$ cat src/rtl/msde_pkg.sv
// msde_pkg: shared types and constants for the switch debouncer with edge latch
// holds the item and result words, the hold-off control struct and code names
// no dependencies
package msde_pkg;

  localparam int CHAN_MAX = 16;  // width of the per-channel bit vectors
  localparam int CHAN_W   = 4;   // channel number width
  localparam int CNT_W    = 9;   // hold-off counter width
  localparam int HOLD_W   = 8;   // holdoff_ms width
  localparam int CFG_IDX_W  = 2;
  localparam int CFG_DATA_W = 16;

  localparam logic [HOLD_W-1:0]   HOLDOFF_RESET  = 8'd100;
  localparam logic [CHAN_MAX-1:0] IRQ_MASK_RESET = 16'hC302;

  // function codes
  localparam logic [1:0] FUNC_TICK      = 2'd0;
  localparam logic [1:0] FUNC_EVENT     = 2'd1;
  localparam logic [1:0] FUNC_CLEAR_ALL = 2'd2;
  localparam logic [1:0] FUNC_CLEAR_ONE = 2'd3;

  // register indexes
  localparam logic [CFG_IDX_W-1:0] REG_HOLDOFF  = 2'd0;
  localparam logic [CFG_IDX_W-1:0] REG_IRQ_MASK = 2'd1;

  typedef struct packed {
    logic [1:0]        func;
    logic [CHAN_W-1:0] channel;
    logic              pressed;
  } item_word_t;

  typedef struct packed {
    logic [CHAN_MAX-1:0] debounced_bits;
    logic [CHAN_MAX-1:0] edge_bits;
    logic                edge_hit;
    logic                change_accepted;
    logic                irq_valid;
    logic [CHAN_W-1:0]   irq_channel;
  } result_word_t;

  typedef struct packed {
    logic              tick;
    logic              load;
    logic [CHAN_W-1:0] chan;
  } hold_ctl_t;

endpackage

$ cat src/rtl/msde_holdoff.sv
// msde_holdoff: one lockout counter per channel
// counts down on tick, reloads to holdoff+1 on an accepted change
// depends on msde_pkg
module msde_holdoff
  import msde_pkg::*;
#(
  parameter int CHANNELS = 16
) (
  input  logic                clk,
  input  logic                rst,
  input  hold_ctl_t           ctl,
  input  logic [HOLD_W-1:0]   holdoff_ms,
  output logic [CHAN_MAX-1:0] ready
);

  for (genvar i = 0; i < CHAN_MAX; i++) begin : g_chan
    if (i < CHANNELS) begin : g_used
      logic [CNT_W-1:0] cnt;

      always_ff @(posedge clk) begin
        if (rst) begin
          cnt <= '0;
        end else if (ctl.load && (ctl.chan == CHAN_W'(i))) begin
          cnt <= {1'b0, holdoff_ms} + CNT_W'(1);
        end else if (ctl.tick && (cnt != '0)) begin
          cnt <= cnt - CNT_W'(1);
        end
      end

      assign ready[i] = (cnt == '0);
    end else begin : g_unused
      assign ready[i] = 1'b0;
    end
  end

endmodule

$ cat src/rtl/multi_switch_debouncer_edge_latch_core.sv
// multi_switch_debouncer_edge_latch_core: lockout debouncer for up to 16 switches
// with a press-edge latch and per-channel interrupt enable
// depends on msde_pkg and msde_holdoff
//
// result path: an accepted word passes the input register, then the result register
// throughput: one word per cycle while results are taken; the state update between the two
// registers is combinational; the input register can take the next word while a result waits
// reset (rst, synchronous): debounced state, latches and counters clear, holdoff = 100,
// irq mask = 0xC302, both stages empty
module multi_switch_debouncer_edge_latch_core
  import msde_pkg::*;
#(
  parameter int CHANNELS = 16
) (
  input  logic                  clk,
  input  logic                  rst,
  // item channel
  input  logic                  item_valid,
  output logic                  item_ready,
  input  item_word_t            item,
  // result channel
  output logic                  result_valid,
  input  logic                  result_ready,
  output result_word_t          result,
  // configuration writes
  input  logic                  cfg_valid,
  output logic                  cfg_ready,
  input  logic [CFG_IDX_W-1:0]  cfg_index,
  input  logic [CFG_DATA_W-1:0] cfg_data
);

  // config registers
  logic [HOLD_W-1:0]   holdoff_ms;
  logic [CHAN_MAX-1:0] irq_mask;

  // switch state; bits at and above CHANNELS never get set
  logic [CHAN_MAX-1:0] debounced;
  logic [CHAN_MAX-1:0] edge_latch;
  logic [CHAN_MAX-1:0] debounced_next;
  logic [CHAN_MAX-1:0] edge_latch_next;

  // input stage
  logic       s1_valid;
  item_word_t s1;

  logic         advance;
  result_word_t result_next;
  hold_ctl_t    hold_ctl;
  logic [CHAN_MAX-1:0] ready;

  logic                ch_ok;
  logic [CHAN_MAX-1:0] ch_bit;
  logic                cur_level;
  logic                accept;

  assign cfg_ready = 1'b1;

  always_ff @(posedge clk) begin
    if (rst) begin
      holdoff_ms <= HOLDOFF_RESET;
      irq_mask   <= IRQ_MASK_RESET;
    end else if (cfg_valid) begin
      case (cfg_index)
        REG_HOLDOFF:  holdoff_ms <= cfg_data[HOLD_W-1:0];
        REG_IRQ_MASK: irq_mask   <= cfg_data[CHAN_MAX-1:0];
        default: ;
      endcase
    end
  end

  // pipeline flow: stage 1 moves into the result register when that is free or draining
  assign advance    = s1_valid && (!result_valid || result_ready);
  assign item_ready = !s1_valid || advance;

  always_ff @(posedge clk) begin
    if (rst) begin
      s1_valid <= 1'b0;
    end else if (item_ready) begin
      s1_valid <= item_valid;
    end
  end

  always_ff @(posedge clk) begin
    if (item_ready && item_valid) begin
      s1 <= item;
    end
  end

  // per-word decode
  assign ch_ok     = ({1'b0, s1.channel} < (CHAN_W + 1)'(CHANNELS));
  assign ch_bit    = CHAN_MAX'(1) << s1.channel;
  assign cur_level = debounced[s1.channel];
  // a change counts only outside lockout and when the level really differs
  assign accept    = (s1.func == FUNC_EVENT) && ch_ok && ready[s1.channel]
                     && (s1.pressed != cur_level);

  always_comb begin
    debounced_next  = debounced;
    edge_latch_next = edge_latch;

    result_next                 = '0;
    result_next.edge_bits       = edge_latch;
    result_next.change_accepted = accept;

    case (s1.func)
      FUNC_EVENT: begin
        if (accept) begin
          if (s1.pressed) begin
            debounced_next  = debounced | ch_bit;
            edge_latch_next = edge_latch | ch_bit;
            // interrupt only on presses of enabled channels
            if (irq_mask[s1.channel]) begin
              result_next.irq_valid   = 1'b1;
              result_next.irq_channel = s1.channel;
            end
          end else begin
            debounced_next  = debounced & ~ch_bit;
            edge_latch_next = edge_latch & ~ch_bit;
          end
        end
      end
      FUNC_CLEAR_ALL: begin
        edge_latch_next = '0;
      end
      FUNC_CLEAR_ONE: begin
        if (ch_ok) begin
          result_next.edge_hit = edge_latch[s1.channel];
          edge_latch_next      = edge_latch & ~ch_bit;
        end
      end
      default: ;  // tick: counters only
    endcase

    result_next.debounced_bits = debounced_next;
  end

  // counters move with the word that leaves stage 1
  assign hold_ctl.tick = advance && (s1.func == FUNC_TICK);
  assign hold_ctl.load = advance && accept;
  assign hold_ctl.chan = s1.channel;

  msde_holdoff #(
    .CHANNELS (CHANNELS)
  ) u_holdoff (
    .clk        (clk),
    .rst        (rst),
    .ctl        (hold_ctl),
    .holdoff_ms (holdoff_ms),
    .ready      (ready)
  );

  always_ff @(posedge clk) begin
    if (rst) begin
      debounced  <= '0;
      edge_latch <= '0;
    end else if (advance) begin
      debounced  <= debounced_next;
      edge_latch <= edge_latch_next;
    end
  end

  // result register
  always_ff @(posedge clk) begin
    if (rst) begin
      result_valid <= 1'b0;
    end else if (advance) begin
      result_valid <= 1'b1;
    end else if (result_ready) begin
      result_valid <= 1'b0;
    end
  end

  always_ff @(posedge clk) begin
    if (advance) begin
      result <= result_next;
    end
  end

  // an interrupt always comes from an accepted change
  a_irq_needs_change: assert property (@(posedge clk) disable iff (rst)
    result_valid |-> (!result.irq_valid || result.change_accepted))
    else $error("interrupt without accepted change");

  // a latched edge always belongs to a pressed switch
  a_latch_subset: assert property (@(posedge clk) disable iff (rst)
    (edge_latch & ~debounced) == '0)
    else $error("edge latch set on a released channel");

  // an accepted change leaves the channel in lockout
  a_lockout_after_change: assert property (@(posedge clk) disable iff (rst)
    hold_ctl.load |=> !ready[$past(s1.channel)])
    else $error("channel not locked after accepted change");

  // an accepted change puts the sampled level into the debounced state
  a_level_follows: assert property (@(posedge clk) disable iff (rst)
    hold_ctl.load |=> (debounced[$past(s1.channel)] == $past(s1.pressed)))
    else $error("debounced bit does not follow accepted change");

  // nothing is held in either stage right after reset
  a_reset_empty: assert property (@(posedge clk)
    rst |=> (!result_valid && !s1_valid))
    else $error("pipeline not empty after reset");

endmodule

$ cat config.mk
export PLATFORM = sky130hd
export DESIGN_NAME = multi_switch_debouncer_edge_latch_core
export DESIGN_NICKNAME = d
export VERILOG_FILES = /design/src/rtl/msde_pkg.sv /design/src/rtl/msde_holdoff.sv /design/src/rtl/multi_switch_debouncer_edge_latch_core.sv
export SDC_FILE = /design/constraint.sdc
export NUM_CORES = 1
export LEC_CHECK = 0
export BUFFER_PORTS_ARGS = -buffer_cell sky130_fd_sc_hd__buf_2
export CELL_PAD_IN_SITES_DETAIL_PLACEMENT = 1
export CELL_PAD_IN_SITES_GLOBAL_PLACEMENT = 1
export CORE_UTILIZATION = 40
export CTS_CLUSTER_DIAMETER = 40
export CTS_CLUSTER_SIZE = 12
export DETAILED_ROUTE_END_ITERATION = 8
export GPL_ROUTABILITY_DRIVEN = 0
export GPL_TIMING_DRIVEN = 0
export PLACE_DENSITY_LB_ADDON = 0.1
export REMOVE_ABC_BUFFERS = 1
export SLEW_MARGIN = 10
export SYNTH_ARGS = -nofsm -noshare
export SYNTH_HDL_FRONTEND = slang
export SYNTH_HIERARCHICAL = 1
export SYNTH_SLANG_ARGS = --single-unit
export TNS_END_PERCENT = 1
$ cat constraint.sdc
create_clock -name clk -period 7.5 [get_ports clk]
set_clock_uncertainty 0.15 [all_clocks]
set_input_delay 1.5 -clock clk [delete_from_list [all_inputs] [get_ports clk]]
set_output_delay 1.5 -clock clk [all_outputs]
set_load 0.01 [all_outputs]
Yosys cells after proc, flatten, opt, wreduce, memory -nomap -nowiden
Cells that the tools add are included.
{ "word_totals": {"ff_bits": 248, "wordCells": 225, "input_bits": 30, "output_inout_bits": 42} }
{ "op_classes": {"n_shift": 1, "n_eq_ne": 21, "reduce_logical": 100, "n_bitwise": 5, "magnitude_cmp": 1, "addsub": 17, "n_mux": 49} }
{ "ops": {"columns": ["op", "count"], "rows": [
  ["9-bit 2-to-1 mux", 32],
  ["9-bit zero test", 16],
  ["9-bit nonzero test", 16],
  ["9-bit by 1-bit subtractor with 9-bit output (second input constant)", 16],
  ["16-bit 2-to-1 mux", 5],
  ["16-bit one-hot mux with 3 select lines", 1],
  ["1-bit logical AND", 38],
  ["2-bit nonzero test", 17],
  ["16-bit bitwise AND", 2],
  ["4-bit == test (second input constant)", 8],
  ["16-bit OR", 2],
  ["1-bit binary-select mux with 4-bit select", 4],
  ["4-bit by 3-bit == test with 1-bit output (second input constant)", 4],
  ["16-bit NOT", 1],
  ["1-bit by 4-bit << shifter with 16-bit output (first input constant)", 1],
  ["8-bit by 1-bit adder with 9-bit output (second input constant)", 1],
  ["4-bit by 2-bit == test with 1-bit output (second input constant)", 2],
  ["1-bit 2-to-1 mux", 6],
  ["3-bit AND reduction", 2],
  ["4-bit by 5-bit less-than comparator with 1-bit output (second input constant)", 1],
  ["5-bit 2-to-1 mux", 1],
  ["2-bit by 1-bit == test with 1-bit output (second input constant)", 2],
  ["2-bit == test (second input constant)", 2],
  ["4-bit by 1-bit == test with 1-bit output (second input constant)", 1],
  ["9 further kinds", 13]
]} }

Depth between registers and ports, before layout
Gate-level depths: netlist (run 1).
{ "depth": {"depth_word": 8, "ltp_mapped": 19, "depth_no_buf": 15} }

Hierarchy
The synthesis (run 1) kept the hierarchy.
{ "modules_own_cells": {"columns": ["module", "seq_area_each_um2", "instances", "area_per_inst_um2", "cells_each"], "rows": [
  ["msde_holdoff", 2882.8, 1, 8624.5, 1056],
  ["multi_switch_debouncer_edge_latch_core", 2542.4, 1, 4892.2, 474]
]} }

Least setup slack after synthesis (run 1)
OpenSTA, ideal clock, no wires.
{ "synth_path": {"path_type": "input to register", "startpoint": "input port result_ready", "endpoint": "register u_holdoff.g_chan[0].g_used.cnt[5]", "required_time_ns": 7.255, "path_slack_ns": 2.128, "t_arrival_ns": 5.127, "n_path_buf": 3, "setup_time_ns": 0.095, "cell_stages": 13, "path_cell_list": "nor2b_1 > nor2b_1 > clkbuf_1 > nand3b_1 > a211o_1 > and2_1 > buf_6 > inv_6 > buf_6 > or3b_2 > nor3_1 > a21oi_1 > a221oi_1"} }
{ "synth_rtl": {"columns": ["element", "line_no", "rtl"], "rows": [
  ["start, declared", "multi_switch_debouncer_edge_latch_core.sv:23", "input logic result_ready,"],
  ["end signal, assigned", "msde_holdoff.sv:24", "cnt <= {1'b0, holdoff_ms} + CNT_W'(1);"],
  ["end signal, assigned", "msde_holdoff.sv:26", "cnt <= cnt - CNT_W'(1);"],
  ["end, declared", "msde_holdoff.sv:18", "logic [CNT_W-1:0] cnt;"]
]} }

Final worst setup path (run 1)
{ "layout_path": {"startpoint": "register u_holdoff.g_chan[5].g_used.cnt[4]", "endpoint": "register u_holdoff.g_chan[12].g_used.cnt[7]"} }
{ "layout_between": {"elab_chain_cells": 8, "word_cells_on_any_way": 9, "cone_classes": "mux (3); reduce/logical (6)"} }
{ "layout_rtl": {"columns": ["element", "line_no", "rtl"], "rows": [
  ["start, declared", "msde_holdoff.sv:18", null],
  ["start signal, assigned", "msde_holdoff.sv:24", null],
  ["start signal, assigned", "msde_holdoff.sv:26", null],
  ["9-bit zero test *", "msde_holdoff.sv:30", "assign ready[i] = (cnt == '0);"],
  ["named net ready[5]", "multi_switch_debouncer_edge_latch_core.sv:49", "logic [CHAN_MAX-1:0] ready;"],
  ["1-bit binary-select mux with 4-bit select *", "multi_switch_debouncer_edge_latch_core.sv:94", "assign accept = (s1.func == FUNC_EVENT) && ch_ok && ready[s1.channel]"],
  ["1-bit 2-to-1 mux (not written as such) *", "multi_switch_debouncer_edge_latch_core.sv:94", null],
  ["1-bit logical AND *", "multi_switch_debouncer_edge_latch_core.sv:94", null],
  ["1-bit logical AND *", "multi_switch_debouncer_edge_latch_core.sv:95", "&& (s1.pressed != cur_level);"],
  ["1-bit logical AND *", "multi_switch_debouncer_edge_latch_core.sv:139", "assign hold_ctl.load = advance && accept;"],
  ["1-bit logical AND *", "msde_holdoff.sv:23", "end else if (ctl.load && (ctl.chan == CHAN_W'(i))) begin"],
  ["9-bit 2-to-1 mux / 2-bit nonzero test (equally long branches)", null, null],
  ["end signal, assigned", "msde_holdoff.sv:24", null],
  ["end signal, assigned", "msde_holdoff.sv:26", null],
  ["end, declared", "msde_holdoff.sv:18", null]
]} }
The timed path passes the listed nets; every way through them passes the cells marked *. The select of a mux whose other input is x is not followed.
A chain may end at the register's enable or synchronous reset.

==> results summary, run 1 <==
The part of the cycle the worst path needs came out at 0.7224. Yosys mapped a number of flops with a built-in enable equal to 46. The clock passes through at most 3 buffers. The post-synthesis area per instance is 8.834 um2.

The biggest area contributor in the post-synthesis netlist is sky130_fd_sc_hd__dfxtp_1. The signed area change from the synthesized netlist to the final layout came out at 19.55%. The number of distinct library cells after synthesis came out at 87. The starting density of the core is 0.4113.

By area the synthesized netlist is led by sky130_fd_sc_hd__dfxtp_1, sky130_fd_sc_hd__edfxtp_1, sky130_fd_sc_hd__a211oi_1. The share of flip-flops with an asynchronous set or reset is 0. The critical path capture point type is a flop. The maximum clock frequency came out at 0.1846 GHz. The count of placed standard cells in the final layout, fillers left out is 2,056. Setup violations remaining at the end of the flow were counted as 0. The setup slack at placement came out at 1.874 ns. The actual transition at the worst max-transition pin came out at 1.272 ns. The count of pins on the block boundary is 72. Dividing the detail-routed via count by the number of cells gives 6.131.

The smallest setup slack after layout came out at 2.082 ns. The final-layout worst hold slack came out at 0.3050 ns. Wires add up to 43,920 um.

The post-detailed-placement cell area is 0.01440 mm2. In the final layout, the share of cells above drive strength 1 is 0.1660. The net switching power of the design came out at 0.8957 mW.

The first-pass GRT wire length is 69,410 um. The y dimension of the die is 185.8 um. The number of failing hold endpoints at the final stage was 0. The die covers 0.03453 mm2. The number of antenna violations at the first check in global routing is 0.

The number of I/O port buffers is 70. The top fanout value on the critical path is 20. The share of total power in sequential cells came out at 0.360. The final count of pins violating max slew is 0. The wire length per cell came out at 21.36 um.

In this run the core area contains 66 standard-cell rows. The warning count from the yosys run came out at 6. The power density relative to cell area is 242.3 mW/mm2.

In this run, synthesis produced a sequential element count of 248. The via count of the first global-routing pass is 12,700. The critical path in this run is classified as reg -> reg. The die is 185.8 um wide. The number of placed cells counting well taps is 1,965. The number of iterations in the first detailed-routing pass came out at 5.

In this run, the number of DRC markers left after iteration 0 of detailed routing was 854. The run finished with clean final reports. The total vias in the final route is 12,610. The most common cell in the synthesized netlist is sky130_fd_sc_hd__dfxtp_1.

The worst vdd rail ir drop is 0.0001675 V. The share of the synthesized area in the top cell type came out at 0.2992. The net switching fraction of the power came out at 0.2288.

The tool flagged a number of max-cap violations equal to 0. The required time of the critical path is 7.78 ns. The synthesized instance count came out at 1,530. The static leakage is 5.557 nW.

The internal portion of the total power is 3.019 mW. The clock reaches the later pin of the worst-skew pair after 0.55 ns. The net total in the final layout came out at 1,621. The arrival time at the worst endpoint came out at 5.70 ns. The multi-input gate area in the final layout came out at 0.007550 mm2. The register area share after synthesis came out at 0.4014. The post-cts sizing count came out at 0. Among all flip-flop cells after synthesis, the most frequent one is sky130_fd_sc_hd__dfxtp_1. The storage element area came out at 0.005426 mm2. TritonCTS built the clock tree. The number of clock buffers inserted by TritonCTS came out at 49. The tree is rooted in a sky130_fd_sc_hd__clkbuf_16. Of the total power, the clock network draws 0.590.

The detailed-route DRC error count came out at 0. The post-CTS setup repair buffer count is 0. Setup repair after global routing left no endpoint under its margin. The region available for standard cell placement spans 0.03287 mm2. After synthesis, the most frequently instantiated cells are sky130_fd_sc_hd__dfxtp_1, sky130_fd_sc_hd__nor2_1, sky130_fd_sc_hd__nand2_1. For this run, the total global-route usage over all layers was measured as 0.2547.

Counting the fill cells in the layout gives 3,893. The worst hold path class is reg -> reg. The total congestion overflow is 0. The cts-stage hold buffer count is 0. 0 antenna diodes ended up in the layout. The finished cells cover 0.01616 mm2. The worst setup path is launched from a flop. The worst max-slew margin expressed relative to the limit is 0.1517.

The number of sinks on the clock net is 248. The clock slew seen by the registers of the worst setup and hold paths is 0.05 ns. The cell area after synthesis is 0.01352 mm2. The design draws 3.915 mW. The HPWL reported at the end of detailed placement came out at 28,630 um. The count of nets left with antenna violations once routing finished came out at 0. The shortest period the worst path allows came out at 5.418 ns. In this run the number of H-tree levels came out at 2. Entering global routing, the biggest net connects 133 pins. The logic gate share of total power is 0.051.
## placed cells by master, fill, tap and decap left out, drive strengths merged, types with 16 or more instances in the layout
cell     Yosys  final
nor4        33     33
clkbuf      73     71
o21ai       37     37
a2111oi     22     22
a211oi      79     79
a221oi      16     16
edfxtp      46     46
nand3       50     50
buf         26     92
xnor2       26     26
inv         45     49
a21oi       86     86
or4         16     16
ha          17     17
mux2i       27     27
or2         20     20
nor3        91     91
dfxtp      202    202
nand2      132    132
a311oi      28     28
mux2        16     16
or3         27     27
nor2       146    146
## stage by stage
stage	setup TNS [ns]	util
final	0	0.4917
after global routing	0	0.4917
after CTS	0	0.4915
after detailed placement	0	0.4380
after global placement	-766.17	0.4253
after floorplan	-69.90	-
## area by class of cell
class / count / area share
multi-input combinational: 1138 / 0.4672
sequential: 248 / 0.3358
clock buffer: 71 / 0.09183
timing repair buffer: 92 / 0.04321
tap: 442 / 0.03422
clock inverter: 20 / 0.01696
inverter: 45 / 0.01076
## registers in the layout (all words and copies together), names as in the netlist, named ones only
name and flops:
hold_ctl 4, s1_valid 1, u_holdoff/g_chan.g_used.cnt 144, debounced 16, result 39, irq_mask 16
holdoff_ms 8, s1 3, result_valid 1
## final timing paths
kind	endpoint	start	cells after the start	slack, ns
hold / removal	irq_mask[7]	irq_mask[7]	2	0.31
setup / recovery	u_holdoff/g_chan[12].g_used.cnt[7]	u_holdoff/g_chan[5].g_used.cnt[4]	13	2.08
hold reg to reg	irq_mask[7]	irq_mask[7]	2	0.31
setup reg to reg	u_holdoff/g_chan[12].g_used.cnt[7]	u_holdoff/g_chan[5].g_used.cnt[4]	13	2.08
## per-layer routing
metal | share of wire | vias up | GRT usage
met2 | 0.47 | 259 | 0.4251
met4 | 0.023 | 0 | 0.07279
li1 | - | 5938 | -
met1 | 0.46 | 6337 | 0.3412
met5 | 0 | - | 0
met3 | 0.040 | 72 | 0.03522
## power by group through the flow
stage               combinational [mW]  sequential, mW  clock [mW]
floorplan                       0.0918            1.43           0
global placement                 0.173            1.44           0
detailed placement               0.197            1.43           0
CTS                              0.198            1.41        2.35
global route                     0.213            1.41        2.41
finish                           0.198            1.41        2.31
## worst max-delay path, cell delays in order (launching register included)
cell and delay [ns]:
sky130_fd_sc_hd__dfxtp_1 0.35, sky130_fd_sc_hd__nor4_1 0.69, sky130_fd_sc_hd__nand2_1 0.32, sky130_fd_sc_hd__inv_1 0.13, sky130_fd_sc_hd__mux2i_1 0.12, sky130_fd_sc_hd__a221oi_1 0.33, sky130_fd_sc_hd__o21ai_0 0.28, sky130_fd_sc_hd__a211o_1 0.45
sky130_fd_sc_hd__and2_1 0.44, sky130_fd_sc_hd__inv_6 0.30, sky130_fd_sc_hd__nand3_1 0.25, sky130_fd_sc_hd__nor3_1 1.00, sky130_fd_sc_hd__a211oi_1 0.10, sky130_fd_sc_hd__a2111oi_0 0.39
## kinds of logic (layout without fill, tap and decap cells)
| kind of cell | count (synthesis) | after routing | synth area share |
|---|---|---|---|
| other | 1 | 1 | 0.0002774 |
| buffers and inverters | 144 | 228 | 0.04564 |
| DFF | 248 | 248 | 0.4014 |
| and+or+nand+nor | 659 | 659 | 0.2633 |
| adders and majority gates | 17 | 17 | 0.01574 |
| AOI/OAI and AO/OA | 373 | 373 | 0.1985 |
| xor gates and xnor gates | 33 | 33 | 0.02138 |
| muxes | 55 | 55 | 0.05387 |
Power figures use the tool's default switching activity.
==> run 2: changes to the inputs <==
Clock period 7.5 ns to 4.6 ns, I/O delays scaled along.
==> results summary, run 2 (same netlist as run 1, synthesis figures left out) <==
The flow ran to the end, and the final reports show no timing, DRC or antenna violations. Leaving out fill and tap cells, the most frequent cell in the layout is sky130_fd_sc_hd__dfxtp_1. The worst hold path terminates at irq_mask[7]. In this run the cell area measured after placement is 0.01440 mm2.

The cell at the root of the clock tree is sky130_fd_sc_hd__clkbuf_16. The number of clock buffers added by TritonCTS is 49. The final-report setup violation count came out at 0. The tightest min-delay check is of the reg -> reg type. In the final layout, the share of cells above drive strength 1 is 0.1887.

The tool flagged a number of max-cap violations equal to 0. TritonCTS built the clock tree. The largest registers in the layout are u_holdoff/g_chan.g_used.cnt (144), result (39). The part of the cycle the worst path needs is 0.9822. The power density relative to cell area came out at 389.8 mW/mm2. The number of cells on the worst reg-to-reg path is 13.

The fill cell total of the finished layout is 3,865. The number of failing hold endpoints at the final stage came out at 0. The detailed router finished its first iteration with 902 violations. The multi-input gate area in the final layout is 0.007710 mm2. The post-route antenna net violation count is 0.

The clock slew seen by the registers of the worst setup and hold paths is 0.05 ns. The total negative slack is 0 ns. The core area is 0.03287 mm2. The worst setup path is launched from a flop.

The worst register-to-register path ends at u_holdoff/g_chan[5].g_used.cnt[5]. The number of antenna violations at the first check in global routing came out at 0. The finished cells cover 0.01640 mm2. The wire length per cell is 21.50 um. The maximum clock frequency is 0.2213 GHz. The static leakage came out at 5.660 nW.

The antenna diode count is 0. The floorplan has 66 rows. For the pin with the worst max-slew slack, the measured transition is 1.336 ns. The starting density of the core came out at 0.4113. The delay contributed by the slowest stage of the critical path came out at 0.69 ns. The class of the most critical setup path is reg -> reg. The number of I/O port buffers came out at 70.

The origin of the critical flop-to-flop path is u_holdoff/g_chan[10].g_used.cnt[0]. From synthesis to final layout, the design area changed by 21.35%. The top cell types in the final layout, fill and taps aside, are sky130_fd_sc_hd__dfxtp_1, sky130_fd_sc_hd__nor2_1, sky130_fd_sc_hd__nand2_1, sky130_fd_sc_hd__a21oi_1, sky130_fd_sc_hd__nor3_1. The final count of pins violating max slew is 0. Measured along the y axis, the die boundary spans 185.8 um. The global router's overall resource usage came out at 0.2567.

The net total in the final layout is 1,629. The pre-antenna-repair detailed-routing pass consisted of 6 iterations. The shortest period the worst path allows came out at 4.518 ns. On the critical path, the stage with the largest delay is an instance of sky130_fd_sc_hd__or4b_2. The via count of the first global-routing pass came out at 12,760. STA classifies the critical path endpoint as a flop. Measured against its own limit, the worst slew margin works out to 0.1094. The top fanout value on the critical path is 20. The total wirelength of the detailed-routed design is 44,380 um. The first global-routing pass estimated 69,880 um of wire. The worst vdd rail ir drop came out at 0.0002682 V.

The startpoint of the worst hold path is irq_mask[7]. The final route contains 12,660 vias. The die covers 0.03453 mm2.

The critical path goes through inv_1, ha_1, or4b_2, nor2_1, mux4_1, o211ai_1, a211o_1, and2_4, inv_8, nand3b_1, nor2_1, a211oi_1, a2111oi_0. For this run the aggregate overflow at the end of global routing stands at 0. The cell that appears most often on the critical path is sky130_fd_sc_hd__nor2_1. The cts-stage hold buffer count came out at 0. The level count of the clock H-tree is 2.

The arrival time at the worst endpoint came out at 4.77 ns. The register with the most flip-flops in the layout has 144 of them. The worst hold path passes through 2 cells. In this run the horizontal extent of the chip is 185.8 um.

The sequential cells in the finished layout cover a total of 0.005426 mm2. For the worst-skew pair, the clock arrives at the later sink with an insertion delay of 0.55 ns. Entering global routing, the biggest net connects 133 pins.

The via count normalized by instance count came out at 6.135. The HPWL reported at the end of detailed placement came out at 28,630 um. Setup repair after global routing could not meet its margin everywhere. The worst-case register-to-register setup slack is 0.08 ns.

After detailed routing, the number of remaining DRC violations is 0. The clock passes through at most 3 buffers. Total power for the finished layout comes to 6.393 mW.

The required time of the critical path came out at 4.86 ns. The number of sinks on the clock net came out at 248. In this run the count of I/O pins placed on the die edge is 72. More flip-flops sit in one register than any other, and that register is u_holdoff/g_chan.g_used.cnt.
run 2: cell types whose count changed in the layout (fill, tap and decap cells not counted), sizes merged:
cell | before | now
buf | 92 | 100
run 2: how the worst max path moves through the flow:
stage | startpoint | end | slack, ns | depth (start not counted)
global route | hold_ctl[0] | u_holdoff/g_chan[1].g_used.cnt[5] | -0.12 | 12
finish | u_holdoff/g_chan[10].g_used.cnt[0] | u_holdoff/g_chan[5].g_used.cnt[5] | 0.08 | 13
detailed placement | u_holdoff/g_chan[5].g_used.cnt[4] | u_holdoff/g_chan[8].g_used.cnt[5] | -1.03 | 13
floorplan | result_ready | u_holdoff/g_chan[9].g_used.cnt[7] | -3.78 | 7
global placement | result_ready | u_holdoff/g_chan[14].g_used.cnt[6] | -10.12 | 8
CTS | u_holdoff/g_chan[10].g_used.cnt[0] | u_holdoff/g_chan[1].g_used.cnt[5] | 0.03 | 13
run 2: per-layer routing:
| metal | global-route usage | share of wire | up-vias |
|---|---|---|---|
| met4 | 0.07770 | 0.020 | 0 |
| met1 | 0.3425 | 0.47 | 6430 |
| li1 | - | - | 5947 |
| met5 | 0 | 0 | - |
| met2 | 0.4272 | 0.48 | 214 |
| met3 | 0.03659 | 0.037 | 72 |
run 2: layout make-up:
| class | count | share of cell area |
|---|---|---|
| tap | 442 | 0.03372 |
| sequential | 248 | 0.3308 |
| clock buffer | 71 | 0.09047 |
| multi-input combinational | 1138 | 0.4701 |
| inverter | 45 | 0.01076 |
| clock inverter | 20 | 0.01671 |
| timing repair buffer | 100 | 0.04745 |
run 2: critical path: cells and delay by family (launching register included):
kind / cells / cell delay (ns)
AND/OR/NAND/NOR: 5 / 1.93
flip-flops: 1 / 0.33
multiplexers: 1 / 0.36
adder cells (fa/ha/maj): 1 / 0.18
AO/OA/AOI/OAI: 4 / 1.17
buffers and inverters: 2 / 0.25
run 2: repair_timing:
| action | in CTS | in global routing |
|---|---|---|
| pin swaps | 0 | 3 |
| buffers inserted | 3 | 5 |
| setup endpoints to repair | 138 | 78 |
| gates resized for setup | 22 | 20 |
| cloned | 0 | 0 |
run 2: where the power goes:
group	switching [mW]	internal [mW]
Clock	1.20	2.56
Sequential	0.0480	2.25
Combinational	0.219	0.114
Total	1.47	4.93
run 2: stage by stage:
step	hold WS [ns]	instances	worst slack [ns]	utilization
after global routing	0.3225	2064	-0.1188	0.4990
after CTS	0.3078	2059	0.03100	0.4952
after global placement	0.2896	1943	-10.12	0.4253
after detailed placement	0.3003	1965	-1.026	0.4380
final	0.3046	2064	0.08200	0.4990
after floorplan	0.2771	1431	-3.782	-
==> run 3: changes to the inputs <==
Clock period 4.6 ns to 4.45 ns, I/O delays scaled along.
==> results summary, run 3 (same netlist as run 1, synthesis figures left out) <==
The net switching power of the design came out at 1.518 mW. The clock share of power came out at 0.589. In the global route stage, met1 resource usage came out at 0.3436.

The total negative slack came out at 0 ns. The met2 capacity usage during global routing is 0.4290. In this run the clock root is driven by a sky130_fd_sc_hd__clkbuf_16. The worst setup path is captured at a flop. The total wirelength of the detailed-routed design is 44,510 um. The final-report setup violation count is 0. The number of iterations in the first detailed-routing pass is 5. Fill cells in the final layout number 3,873. STA classifies the critical path startpoint as a flop. In the finished design, the share of the clock period the worst path needs comes to 0.9620. The critical path starts at u_holdoff/g_chan[0].g_used.cnt[0].

The level count of the clock H-tree is 2. The total vias in the final route is 12,640. The HPWL reported at the end of detailed placement is 28,630 um. At the pin with the least slew margin, the transition time is 1.284 ns.

In this run the critical register-to-register path is captured at u_holdoff/g_chan[1].g_used.cnt[0]. The clock passes through at most 3 buffers. Summed over all layers, the global routing overflow is 0. In this run, post-CTS hold repair placed 0 buffers. The worst register-to-register path begins at u_holdoff/g_chan[0].g_used.cnt[0]. The via count of the first global-routing pass is 12,780. The final count of pins violating max slew came to 0.

Of the total power, the share spent switching nets is 0.2296. The post-route antenna net violation count came out at 0. The post-route core utilization is 0.5032. The net total in the final layout is 1,639. In the global route stage, overall resource usage came out at 0.2575.

TritonCTS built the clock tree. The number of antenna violations at the first check in global routing is 0. The overall die width came out at 185.8 um. After global routing, the most crowded layer is met2. The pin count of the biggest net entering global routing came out at 133. The share of total power dissipated in sequential elements is 0.358.

The number of I/O port buffers is 70. The number of failing hold endpoints at the final stage came out at 0. The library cell used most frequently in the layout, excluding fill and tap cells, is sky130_fd_sc_hd__dfxtp_1. Setup repair after global routing could not meet its margin everywhere.

The worst hold path belongs to the class reg -> reg. The via count normalized by instance count came out at 6.092. The worst vdd rail ir drop came out at 0.0002756 V. The number of flip-flops under the largest register name came out at 144. The power density relative to cell area came out at 399.8 mW/mm2.

The placement row count came out at 66. The clock slew seen by the registers of the worst setup and hold paths came out at 0.05 ns. The storage element area came out at 0.005426 mm2.

The core area came out at 0.03287 mm2. In the final layout, the registers with the most flip-flops are u_holdoff/g_chan.g_used.cnt (144), result (39). The first global-routing pass estimated 70,080 um of wire.

The die is 185.8 um tall. The logic gate share of total power came out at 0.053. The share of cells above drive strength 1 is 0.1967. The number of clock buffers inserted by TritonCTS came out at 49. The detailed router finished its first iteration with 897 violations. The most flop-heavy register is u_holdoff/g_chan.g_used.cnt. The signed area change from the synthesized netlist to the final layout is 22.36%. The wire length per cell is 21.45 um. The top fanout value on the critical path is 20.

For this design the static power due to leakage is 5.742 nW. The required time of the critical path is 4.74 ns. The arrival time at the worst endpoint came out at 4.58 ns.

The shortest period the worst path allows is 4.281 ns. Across the run, the number of max-cap violations was 0. The met3 usage in global routing came out at 0.03620. The flow ran to the end, and the final reports show no timing, DRC or antenna violations.

The die covers 0.03453 mm2. Counting instances, the worst hold path has a depth of 2. For this design, the sink count on the clock tree is 248. The internal power of the cells is 5.094 mW.

The end point of the critical path is u_holdoff/g_chan[1].g_used.cnt[0]. The worst max-slew margin expressed relative to the limit is 0.1441. The cell area after layout came out at 0.01654 mm2.

The maximum clock frequency came out at 0.2336 GHz. The count of pins on the block boundary came out at 72. The logic depth of the worst register-to-register path is 14. The multi-input gate area in the final layout came out at 0.007765 mm2. The clock latency at the later pin of the worst-skew pair is 0.55 ns. By startpoint and endpoint, the worst setup path is classified as reg -> reg. For this configuration, the core starts out at a cell density of 0.4113.

The post-detailed-placement cell area is 0.01440 mm2. The worst-case register-to-register setup slack is 0.17 ns. Leaving out fill and tap cells, the most frequent cells in the layout are sky130_fd_sc_hd__dfxtp_1, sky130_fd_sc_hd__nor2_1, sky130_fd_sc_hd__nand2_1, sky130_fd_sc_hd__a21oi_1, sky130_fd_sc_hd__nor3_1.

In the routed design, unresolved DRC markers number 0.
## run 3: how the worst min path moves through the flow
stage                      start      endpoint  slack, ns
finish               irq_mask[7]   irq_mask[7]       0.30
global route         irq_mask[7]   irq_mask[7]       0.32
CTS                 irq_mask[10]  irq_mask[10]       0.31
detailed placement  irq_mask[10]  irq_mask[10]       0.30
global placement     irq_mask[5]   irq_mask[5]       0.29
floorplan           irq_mask[10]  irq_mask[10]       0.28
## run 3: area by class of cell
cell class	count	area share
Antenna cell	1	0.0001513
Sequential cell	248	0.3281
Multi-Input combinational cell	1138	0.4695
Clock buffer	71	0.08973
Clock inverter	20	0.01657
Tap cell	442	0.03344
Inverter	45	0.01067
Timing Repair Buffer	110	0.05182
## run 3: power by group through the flow
| stage | clock [mW] | combinational, mW | sequential (mW) |
|---|---|---|---|
| after CTS | 3.96 | 0.346 | 2.37 |
| after global routing | 4.06 | 0.376 | 2.37 |
| after global placement | 0 | 0.292 | 2.43 |
| after floorplan | 0 | 0.155 | 2.41 |
| final | 3.89 | 0.351 | 2.37 |
| after detailed placement | 0 | 0.332 | 2.41 |
## run 3: timing repair
item                                    in CTS  in global routing
endpoints found under the hold margin        0                  0
endpoints found under the setup margin     144                 60
buffers inserted                             5                 13
pin swaps                                    1                  6
gates cloned                                 0                  0
gates resized for setup                     32                 22
## run 3: per-layer routing
metal	part of all wire	vias to the layer above
met5	0	-
met4	0.022	0
met3	0.035	67
met2	0.47	228
met1	0.47	6377
li1	-	5969
## run 3: worst max-delay path, stage by stage, from the launching register on
cell and delay, ns:
sky130_fd_sc_hd__dfxtp_1 0.33, sky130_fd_sc_hd__inv_1 0.07, sky130_fd_sc_hd__ha_1 0.22, sky130_fd_sc_hd__nor4b_2 0.50, sky130_fd_sc_hd__and2_1 0.27, sky130_fd_sc_hd__mux4_1 0.34, sky130_fd_sc_hd__o21ai_1 0.16, sky130_fd_sc_hd__a211o_1 0.40
sky130_fd_sc_hd__and2_4 0.27, sky130_fd_sc_hd__inv_8 0.17, sky130_fd_sc_hd__or3b_2 0.59, sky130_fd_sc_hd__nor2_4 0.24, sky130_fd_sc_hd__buf_4 0.16, sky130_fd_sc_hd__a21oi_1 0.03, sky130_fd_sc_hd__a221oi_1 0.27
## run 3: through the flow
stage               hold slack, ns  instances  setup slack, ns  total power, mW
finish                      0.3046       2075           0.1691            6.612
global route                0.3225       2074         -0.02259            6.803
CTS                         0.3078       2061          0.03553            6.670
detailed placement          0.3003       1965           -1.176            2.747
global placement            0.2896       1943           -10.24            2.720
floorplan                   0.2771       1431           -3.902            2.563
